==> src/rtl/ptc_pkg.sv <==
// Shared types, register map and codes for the pretrigger trace capture block.
package ptc_pkg;

  // Default ring depth in samples
  localparam int DEPTH_DEF = 32;

  // Configuration port geometry
  localparam int ADDR_W = 4;
  localparam int DATA_W = 32;

  // Register indexes (byte address = 4 * index)
  localparam logic [1:0] REG_MODE     = 2'd0;
  localparam logic [1:0] REG_TRIGGER  = 2'd1;
  localparam logic [1:0] REG_PRETRIG  = 2'd2;
  localparam logic [1:0] REG_AMP_CHAN = 2'd3;

  // Sampling modes
  localparam logic [1:0] MODE_DISABLED = 2'd0;
  localparam logic [1:0] MODE_PEAK     = 2'd1;
  localparam logic [1:0] MODE_TRACE    = 2'd2;
  localparam logic [1:0] MODE_INVALID  = 2'd3;

  // Result kinds
  localparam logic [1:0] KIND_REPORT  = 2'd0;
  localparam logic [1:0] KIND_TRACE   = 2'd1;
  localparam logic [1:0] KIND_REQUEST = 2'd2;

  // Input commands
  localparam logic CMD_SAMPLE = 1'b0;
  localparam logic CMD_EVENT  = 1'b1;

  // Reset value of the pretrigger count
  localparam logic [5:0] PRETRIG_RST = 6'd8;

  typedef struct packed {
    logic               cmd;
    logic [1:0]         sample_channel;
    logic signed [15:0] sample_code;
    logic [7:0]         event_signal;
  } in_item_t;

  typedef struct packed {
    logic [1:0]         kind;
    logic [1:0]         out_channel;
    logic signed [15:0] out_code;
    logic               last;
  } out_item_t;

  // Controller to datapath commands
  typedef struct packed {
    logic accept;
    logic read;
    logic load;
  } ptc_cmd_t;

  // Datapath to controller status
  typedef struct packed {
    logic out_free;
    logic dump_req;
    logic last_elem;
  } ptc_sts_t;

endpackage

==> src/rtl/pretrigger_trace_capture.sv <==
// Pretrigger trace capture: amplitude samples kept in a ring and dumped around a trigger.
// An item that yields at most one result is accepted whenever the output register is
// empty or being emptied in that cycle. An amplitude sample that completes a trace
// capture starts a dump of the ring, oldest entry first: each stored entry is read from
// the ring RAM and then loaded into the output register, the load waiting while the
// output is stalled, and no item is accepted until the last element is loaded. A sample
// report that the same item causes comes out before the dump. Registers sit at byte
// addresses 0 (mode), 4 (trigger signal), 8 (pretrigger count) and 12 (amplitude
// channel); writing a valid mode empties the ring and stops capture. Write registers
// only while idle.
module pretrigger_trace_capture import ptc_pkg::*; #(
  parameter int DEPTH = DEPTH_DEF
) (
  input  logic              clk,
  input  logic              rst_n,
  // configuration port
  input  logic              psel,
  input  logic              penable,
  input  logic              pwrite,
  input  logic [ADDR_W-1:0] paddr,
  input  logic [DATA_W-1:0] pwdata,
  output logic [DATA_W-1:0] prdata,
  output logic              pready,
  // input channel
  input  logic              in_valid,
  output logic              in_ready,
  input  in_item_t          in_item,
  // result channel
  output logic              out_valid,
  input  logic              out_ready,
  output out_item_t         out_item
);

  ptc_cmd_t cmd;
  ptc_sts_t sts;

  ptc_ctrl u_ctrl (
    .clk      (clk),
    .rst_n    (rst_n),
    .in_valid (in_valid),
    .in_ready (in_ready),
    .sts      (sts),
    .cmd      (cmd)
  );

  ptc_datapath #(
    .DEPTH (DEPTH)
  ) u_datapath (
    .clk       (clk),
    .rst_n     (rst_n),
    .psel      (psel),
    .penable   (penable),
    .pwrite    (pwrite),
    .paddr     (paddr),
    .pwdata    (pwdata),
    .prdata    (prdata),
    .pready    (pready),
    .in_item   (in_item),
    .out_valid (out_valid),
    .out_ready (out_ready),
    .out_item  (out_item),
    .cmd       (cmd),
    .sts       (sts)
  );

endmodule

==> src/rtl/ptc_ram.sv <==
// Generic single-write, single-read RAM with registered read data.
module ptc_ram #(
  parameter int WIDTH = 16,
  parameter int DEPTH = 32
) (
  input  logic                     clk,
  input  logic                     wr_en,
  input  logic [$clog2(DEPTH)-1:0] wr_addr,
  input  logic [WIDTH-1:0]         wr_data,
  input  logic                     rd_en,
  input  logic [$clog2(DEPTH)-1:0] rd_addr,
  output logic [WIDTH-1:0]         rd_data
);

  logic [WIDTH-1:0] mem [DEPTH];
  logic [WIDTH-1:0] rd_data_r;

  // Write port
  always_ff @(posedge clk) begin
    if (wr_en) begin
      mem[wr_addr] <= wr_data;
    end
  end

  // Registered read port, held between reads
  always_ff @(posedge clk) begin
    if (rd_en) begin
      rd_data_r <= mem[rd_addr];
    end
  end

  assign rd_data = rd_data_r;

endmodule

==> src/rtl/ptc_datapath.sv <==
// Datapath: configuration registers, ring pointers, ring RAM and output register.
module ptc_datapath import ptc_pkg::*; #(
  parameter int DEPTH = DEPTH_DEF
) (
  input  logic              clk,
  input  logic              rst_n,
  // configuration port
  input  logic              psel,
  input  logic              penable,
  input  logic              pwrite,
  input  logic [ADDR_W-1:0] paddr,
  input  logic [DATA_W-1:0] pwdata,
  output logic [DATA_W-1:0] prdata,
  output logic              pready,
  // channels
  input  in_item_t          in_item,
  output logic              out_valid,
  input  logic              out_ready,
  output out_item_t         out_item,
  // control
  input  ptc_cmd_t          cmd,
  output ptc_sts_t          sts
);

  localparam int PW = $clog2(DEPTH);
  localparam int CW = $clog2(DEPTH + 1);

  // Configuration
  logic [1:0] mode_r;
  logic [7:0] trig_r;
  logic [5:0] pretrig_r;
  logic [1:0] amp_r;

  // Capture state
  logic [PW-1:0] wp_r;
  logic [CW-1:0] fill_r;
  logic          cap_r;
  logic [CW-1:0] post_r;

  // Dump sequencing
  logic [PW-1:0] rd_ptr_r;
  logic [CW-1:0] rem_r;

  // Output register
  logic      out_valid_r;
  out_item_t out_item_r;

  logic          cfg_wr;
  logic          is_amp;
  logic          trig_hit;
  logic          trace_smp;
  logic [PW-1:0] wp_inc;
  logic [CW-1:0] fill_inc;
  logic [CW-1:0] pre_sat;
  logic [CW-1:0] thr;
  logic [CW-1:0] post_inc;
  logic          dump_hit;
  logic [CW:0]   start_sum;
  logic [PW-1:0] start_ptr;
  logic [PW-1:0] rd_ptr_inc;
  logic          emit;
  out_item_t     res;
  logic [15:0]   ram_rdata;

  assign cfg_wr    = psel & penable & pwrite;
  assign pready    = 1'b1;
  assign is_amp    = (in_item.sample_channel == amp_r);
  assign trig_hit  = (in_item.event_signal == trig_r);
  assign trace_smp = (in_item.cmd == CMD_SAMPLE) && is_amp && (mode_r == MODE_TRACE);

  // Advance write pointer and fill level for a new ring entry
  assign wp_inc   = (wp_r == PW'(DEPTH - 1)) ? '0 : wp_r + 1'b1;
  assign fill_inc = (fill_r == CW'(DEPTH)) ? fill_r : fill_r + 1'b1;

  // Post-trigger threshold, pretrigger saturated at the ring depth
  assign pre_sat  = (int'(pretrig_r) > DEPTH) ? CW'(DEPTH) : CW'(pretrig_r);
  assign thr      = CW'(DEPTH) - pre_sat;
  assign post_inc = post_r + 1'b1;
  assign dump_hit = trace_smp && cap_r && (post_inc >= thr);

  // Oldest entry after this sample is written
  assign start_sum = (CW + 1)'(wp_inc) + (CW + 1)'(DEPTH) - (CW + 1)'(fill_inc);
  assign start_ptr = (start_sum >= (CW + 1)'(DEPTH)) ?
                     PW'(start_sum - (CW + 1)'(DEPTH)) : PW'(start_sum);

  assign rd_ptr_inc = (rd_ptr_r == PW'(DEPTH - 1)) ? '0 : rd_ptr_r + 1'b1;

  // Single result an accepted item can produce directly
  always_comb begin
    emit = 1'b0;
    res  = '0;
    if (in_item.cmd == CMD_EVENT) begin
      if (trig_hit && (mode_r != MODE_DISABLED)) begin
        emit            = 1'b1;
        res.kind        = KIND_REQUEST;
        res.out_channel = amp_r;
      end
    end else if (!is_amp || (mode_r == MODE_PEAK) ||
                 (trace_smp && cap_r && (post_r == '0))) begin
      emit            = 1'b1;
      res.kind        = KIND_REPORT;
      res.out_channel = in_item.sample_channel;
      res.out_code    = in_item.sample_code;
    end
  end

  // Configuration and capture state
  always_ff @(posedge clk) begin
    if (!rst_n) begin
      mode_r    <= MODE_DISABLED;
      trig_r    <= '0;
      pretrig_r <= PRETRIG_RST;
      amp_r     <= '0;
      wp_r      <= '0;
      fill_r    <= '0;
      cap_r     <= 1'b0;
      post_r    <= '0;
      rd_ptr_r  <= '0;
      rem_r     <= '0;
    end else begin
      // update capture state for an accepted item
      if (cmd.accept) begin
        if (in_item.cmd == CMD_EVENT) begin
          if (trig_hit) begin
            cap_r  <= 1'b1;
            post_r <= '0;
          end
        end else if (is_amp) begin
          if (mode_r == MODE_TRACE) begin
            wp_r   <= wp_inc;
            fill_r <= fill_inc;
            if (cap_r) begin
              if (dump_hit) begin
                cap_r    <= 1'b0;
                post_r   <= '0;
                rd_ptr_r <= start_ptr;
                rem_r    <= fill_inc;
              end else begin
                post_r <= post_inc;
              end
            end
          end else if (mode_r == MODE_PEAK) begin
            cap_r  <= 1'b1;
            post_r <= '0;
          end
        end
      end
      // step through the ring during a dump
      if (cmd.read) begin
        rd_ptr_r <= rd_ptr_inc;
      end
      if (cmd.load) begin
        rem_r <= rem_r - 1'b1;
      end
      // register writes
      if (cfg_wr) begin
        unique case (paddr[ADDR_W-1:2])
          REG_MODE: begin
            if (pwdata[1:0] != MODE_INVALID) begin
              mode_r <= pwdata[1:0];
              wp_r   <= '0;
              fill_r <= '0;
              cap_r  <= 1'b0;
              post_r <= '0;
            end
          end
          REG_TRIGGER:  trig_r    <= pwdata[7:0];
          REG_PRETRIG:  pretrig_r <= pwdata[5:0];
          REG_AMP_CHAN: amp_r     <= pwdata[1:0];
          default: ;
        endcase
      end
    end
  end

  // Register readback
  always_comb begin
    unique case (paddr[ADDR_W-1:2])
      REG_MODE:     prdata = DATA_W'(mode_r);
      REG_TRIGGER:  prdata = DATA_W'(trig_r);
      REG_PRETRIG:  prdata = DATA_W'(pretrig_r);
      REG_AMP_CHAN: prdata = DATA_W'(amp_r);
      default:      prdata = '0;
    endcase
  end

  // Ring memory
  ptc_ram #(
    .WIDTH (16),
    .DEPTH (DEPTH)
  ) u_ring (
    .clk     (clk),
    .wr_en   (cmd.accept && trace_smp),
    .wr_addr (wp_r),
    .wr_data (in_item.sample_code),
    .rd_en   (cmd.read),
    .rd_addr (rd_ptr_r),
    .rd_data (ram_rdata)
  );

  // Output valid: load on a result, drop when taken
  always_ff @(posedge clk) begin
    if (!rst_n) begin
      out_valid_r <= 1'b0;
    end else if ((cmd.accept && emit) || cmd.load) begin
      out_valid_r <= 1'b1;
    end else if (out_ready) begin
      out_valid_r <= 1'b0;
    end
  end

  // Output payload
  always_ff @(posedge clk) begin
    if (cmd.accept && emit) begin
      out_item_r <= res;
    end else if (cmd.load) begin
      out_item_r.kind        <= KIND_TRACE;
      out_item_r.out_channel <= amp_r;
      out_item_r.out_code    <= $signed(ram_rdata);
      out_item_r.last        <= (rem_r == CW'(1));
    end
  end

  assign out_valid     = out_valid_r;
  assign out_item      = out_item_r;
  assign sts.out_free  = !out_valid_r || out_ready;
  assign sts.dump_req  = dump_hit;
  assign sts.last_elem = (rem_r == CW'(1));

endmodule

==> src/rtl/ptc_ctrl.sv <==
// Controller: accepts items and sequences the trace dump out of the ring.
module ptc_ctrl import ptc_pkg::*; (
  input  logic     clk,
  input  logic     rst_n,
  input  logic     in_valid,
  output logic     in_ready,
  input  ptc_sts_t sts,
  output ptc_cmd_t cmd
);

  typedef enum logic [1:0] {
    S_IDLE,
    S_READ,
    S_LOAD
  } state_t;

  state_t state_r;
  state_t state_nxt;

  // Decode commands from state
  always_comb begin
    in_ready   = 1'b0;
    cmd        = '0;
    state_nxt  = state_r;
    unique case (state_r)
      S_IDLE: begin
        in_ready   = sts.out_free;
        cmd.accept = in_valid && sts.out_free;
        if (cmd.accept && sts.dump_req) begin
          state_nxt = S_READ;
        end
      end
      S_READ: begin
        cmd.read  = 1'b1;
        state_nxt = S_LOAD;
      end
      S_LOAD: begin
        if (sts.out_free) begin
          cmd.load  = 1'b1;
          state_nxt = sts.last_elem ? S_IDLE : S_READ;
        end
      end
      default: state_nxt = S_IDLE;
    endcase
  end

  // Hold state
  always_ff @(posedge clk) begin
    if (!rst_n) begin
      state_r <= S_IDLE;
    end else begin
      state_r <= state_nxt;
    end
  end

endmodule

==> config.mk <==
export PLATFORM = sky130hd
export DESIGN_NAME = pretrigger_trace_capture
export DESIGN_NICKNAME = d
export VERILOG_FILES = /design/src/rtl/ptc_pkg.sv /design/src/rtl/pretrigger_trace_capture.sv /design/src/rtl/ptc_ram.sv /design/src/rtl/ptc_datapath.sv /design/src/rtl/ptc_ctrl.sv
export SDC_FILE = /design/constraint.sdc
export NUM_CORES = 1
export LEC_CHECK = 0
export BUFFER_PORTS_ARGS = -buffer_cell sky130_fd_sc_hd__buf_2
export CAP_MARGIN = 10
export CORE_MARGIN = 2
export CORE_UTILIZATION = 40
export DETAILED_ROUTE_END_ITERATION = 10
export HOLD_SLACK_MARGIN = 0.12
export MAX_ROUTING_LAYER = met4
export PLACE_DENSITY = 0.55
export SLEW_MARGIN = 25
export SYNTH_ARGS = -nofsm -noshare
export SYNTH_HDL_FRONTEND = slang
export SYNTH_SLANG_ARGS = --single-unit
==> constraint.sdc <==
create_clock -name clk -period 4.5 [get_ports clk]
set_input_delay 1.125 -clock clk [delete_from_list [all_inputs] [get_ports clk]]
set_output_delay 1.125 -clock clk [all_outputs]
set_load 0.01 [all_outputs]
==> flow_summary.toml <==
[setup_path]
end_kind = "flip-flop"
cp_slowest_cell = "a221oi_1"
crit_path_start_kind = "flip-flop"
cp_slowest_stage_delay_ns = 0.77
r2r_end = "u_datapath.rem_r[5]$_SDFFE_PN0P_"
worst-path-buf-inv = 0
critPathKind = "reg -> reg"
crit_path_cell_trace = "or3_1 > or4_1 > ha_1 > and3_1 > a221oi_1 > nand4b_1 > a21oi_1 > o221a_2"
required_ns = 5.01
path_max_fanout = 8
r2r-start = "u_datapath.pretrig_r[0]$_SDFFE_PN0P_"
r2r_slack_ns = 1.04
cp.depth = 8
reg2regPathDepth = 8
critical-path-top-delay-family = "simple AND/OR/NAND/NOR gates"
worstPathArrival_ns = 3.97

[worst_hold_path]
hold_depth = 2
hold_path.class = "reg -> reg"
min_to = "u_datapath.rem_r[2]$_SDFFE_PN0P_"
min-delay-start = "u_datapath.rem_r[2]$_SDFFE_PN0P_"

[pwr]
vdd_ir_drop_max_mv = 0.3356
p_per_area_nw_per_um2 = 397.4
static-leakage-power_nw = 8.628

[logic_synthesis]
syn_avg_cell_area_sq_um = 19.19
netlist_instances = 1272
yosysUniqueCellTypes = 65
yosysSeqAreaShare = 0.7159
ys_warn_count = 0
synth_enable_flop_cells = 548
synthesis.area_sq_um = 24410
synth-main-ff-cell = "edfxtp_1"
ys_seq_elements = 599
synthArstFlopShare = 0

[cts]
clock-sinks = 599
clock_latency_ns = 0.62
numCtsBuffers = 59
ctsResizeCount = 0
postCtsSetupBuffers = 0
htreeDepth = 2
cts-root-buf = "clkbuf_16"
cts_tree = "done"
clockBufferDepth = 3
postCtsHoldBufs = 0
path_clk_slew_ns = 0.06

[placed_design]
dp_cells = 2109
gp_congestion = 0.8426
port-buffer-count = 74
pre_cts_ws_ns = 0.5492
dp_hpwl_mm = 32.90

[sta]
hold_viol_final = 0
finalCritPeriodShare = 0.7685
worst_slew_pin_slew_ns = 0.9536
slew_violations = 0
rsz0062_at_grt = "false"
maxClockFrequency_mhz = 289.2
setup_viol = 0
timing.final.ws_setup_ns = 1.042
fin_tns_setup_ns = 0
finClkSkew_ns = 0.02457
fin_crit_ns = 3.458
relSlewSlack = 0.3636

[cells_and_area]
finalNonFillerCells = 2220
layout_common_cells = "edfxtp_1 (548), mux4_2 (162), buf_2 (74), clkbuf_16 (59), dfxtp_1 (46)"
fillers = 5121
fin_nets = 1483
final_common_cell = "edfxtp_1"
multi_input_area_sq_um = 6499
syn_to_final_growth_pct = 13.36
final_core_util = 0.4585
drive_gt1_frac = 0.2964
regArea_sq_um = 17490

[drt]
dr.pass1.iters = 5
wl_mm = 54.95
post_drt_wl_per_cell_um = 24.75
drc = 0
vias = 12100
drt-initial-drc-count = 876
viasPerCell = 5.451
postRouteAntennaNets = 0

[global_route]
grt_pass1_vias = 12340
overflow = 0
grt.total_usage = 0.1815
grt_first_pass_wirelength_mm = 80.76
grt_max_degree = 54
antenna_found_initial = 6

[floorplanning]
die_h_um = 251.0
io_pins = 126
start_util = 0.4044
rows = 90
core_area_sq_um = 60360
fp.dieW_um = 251.0
die-area_sq_um = 63020

[run_status]
status = "completed"

[run]
maxCapViolations = 0
## stage by stage
stage / total power [mW] / hold slack [ns] / instance area (sq um)
after CTS: 11.11 / 0.4842 / 27660
final: 11.00 / 0.4826 / 27670
after global placement: 6.395 / 0.4677 / 25840
after floorplan: 6.293 / 0.4494 / 24500
after global routing: 11.34 / 0.5008 / 27670
after detailed placement: 6.403 / 0.4696 / 25850
## logic make-up after synthesis
| kind of cell | after synthesis | share of synthesized area |
|---|---|---|
| flip-flops | 599 | 0.7159 |
| adder cells (fa/ha/maj) | 25 | 0.01312 |
| AO/OA/AOI/OAI | 110 | 0.03137 |
| multiplexers | 195 | 0.1638 |
| XOR/XNOR | 30 | 0.01076 |
| AND/OR/NAND/NOR | 198 | 0.04003 |
| other | 2 | 0.0003076 |
| buffers and inverters | 113 | 0.02465 |
## report_power, final
part	internal [mW]	switching, mW
clock	2.66	2.06
combinational	0.0491	0.149
sequential	6.07	0.0104
## sequential cells by signal, summed over array words and instances, names as in the netlist, 6 cells and up
register                   cells
u_datapath.out_item           21
u_datapath.pretrig_r           6
u_datapath.trig_r              8
u_datapath.post_r              6
u_datapath.fill_r              6
u_datapath.rem_r               6
u_datapath.u_ring.mem        512
u_datapath.u_ring.rd_data     16
## synthesized netlist by cell type (all sizes together), types with 9 or more instances
library cell	instances	area, sq um
xor2	9	78.83
mux2i	17	170.2
ha	24	300.3
mux4	162	3649
a21oi	30	150.1
nand2	44	165.2
nand3	19	95.09
clkbuf	30	112.6
mux2	16	180.2
or3	12	75.07
inv	25	93.84
o21ai	22	110.1
nor2	66	247.7
edfxtp	548	16460
nand2b	9	56.30
dfxtp	51	1021
a22o	22	192.7
buf	57	391.6
xnor2	21	183.9
## worst max-delay path by stage
stage,start,endpoint,slack (ns)
2_1_floorplan,in_item[24],u_datapath.u_ring.mem[30][0]$_DFFE_PP_,0.99
3_3_place_gp,in_item[24],u_datapath.u_ring.mem[19][8]$_DFFE_PP_,0.57
3_5_place_dp,in_item[25],u_datapath.u_ring.mem[19][6]$_DFFE_PP_,0.55
4_1_cts,u_datapath.pretrig_r[0]$_SDFFE_PN0P_,u_datapath.rem_r[5]$_SDFFE_PN0P_,1.04
5_1_grt,u_datapath.post_r[2]$_SDFF_PN0_,u_datapath.rem_r[0]$_SDFFE_PN0P_,0.75
6_report,u_datapath.pretrig_r[0]$_SDFFE_PN0P_,u_datapath.rem_r[5]$_SDFFE_PN0P_,1.04
## cell type report
cell class,instances,share of cell area
repair buffers,119,0.02830
well taps,782,0.03536
clock inverters,33,0.009540
diodes,4,0.0003617
multi-input cells,583,0.2348
inverters,26,0.003527
clock buffers,74,0.05611
flip-flops and latches,599,0.6320
## worst reg2reg max path: cells and delay by family (launching register included)
kind | cells | cell delay, ns
and+or+nand+nor | 4 | 1.48
adders and majority gates | 1 | 0.33
AOI/OAI and AO/OA | 3 | 1.18
DFF | 1 | 0.35
## layer usage
layer  global-route usage  part of all wire
met1               0.2433              0.44
met5                    -                 0
met3              0.03023             0.054
met4              0.05255             0.022
met2               0.2882              0.49
(Power assumes the default switching activity.)
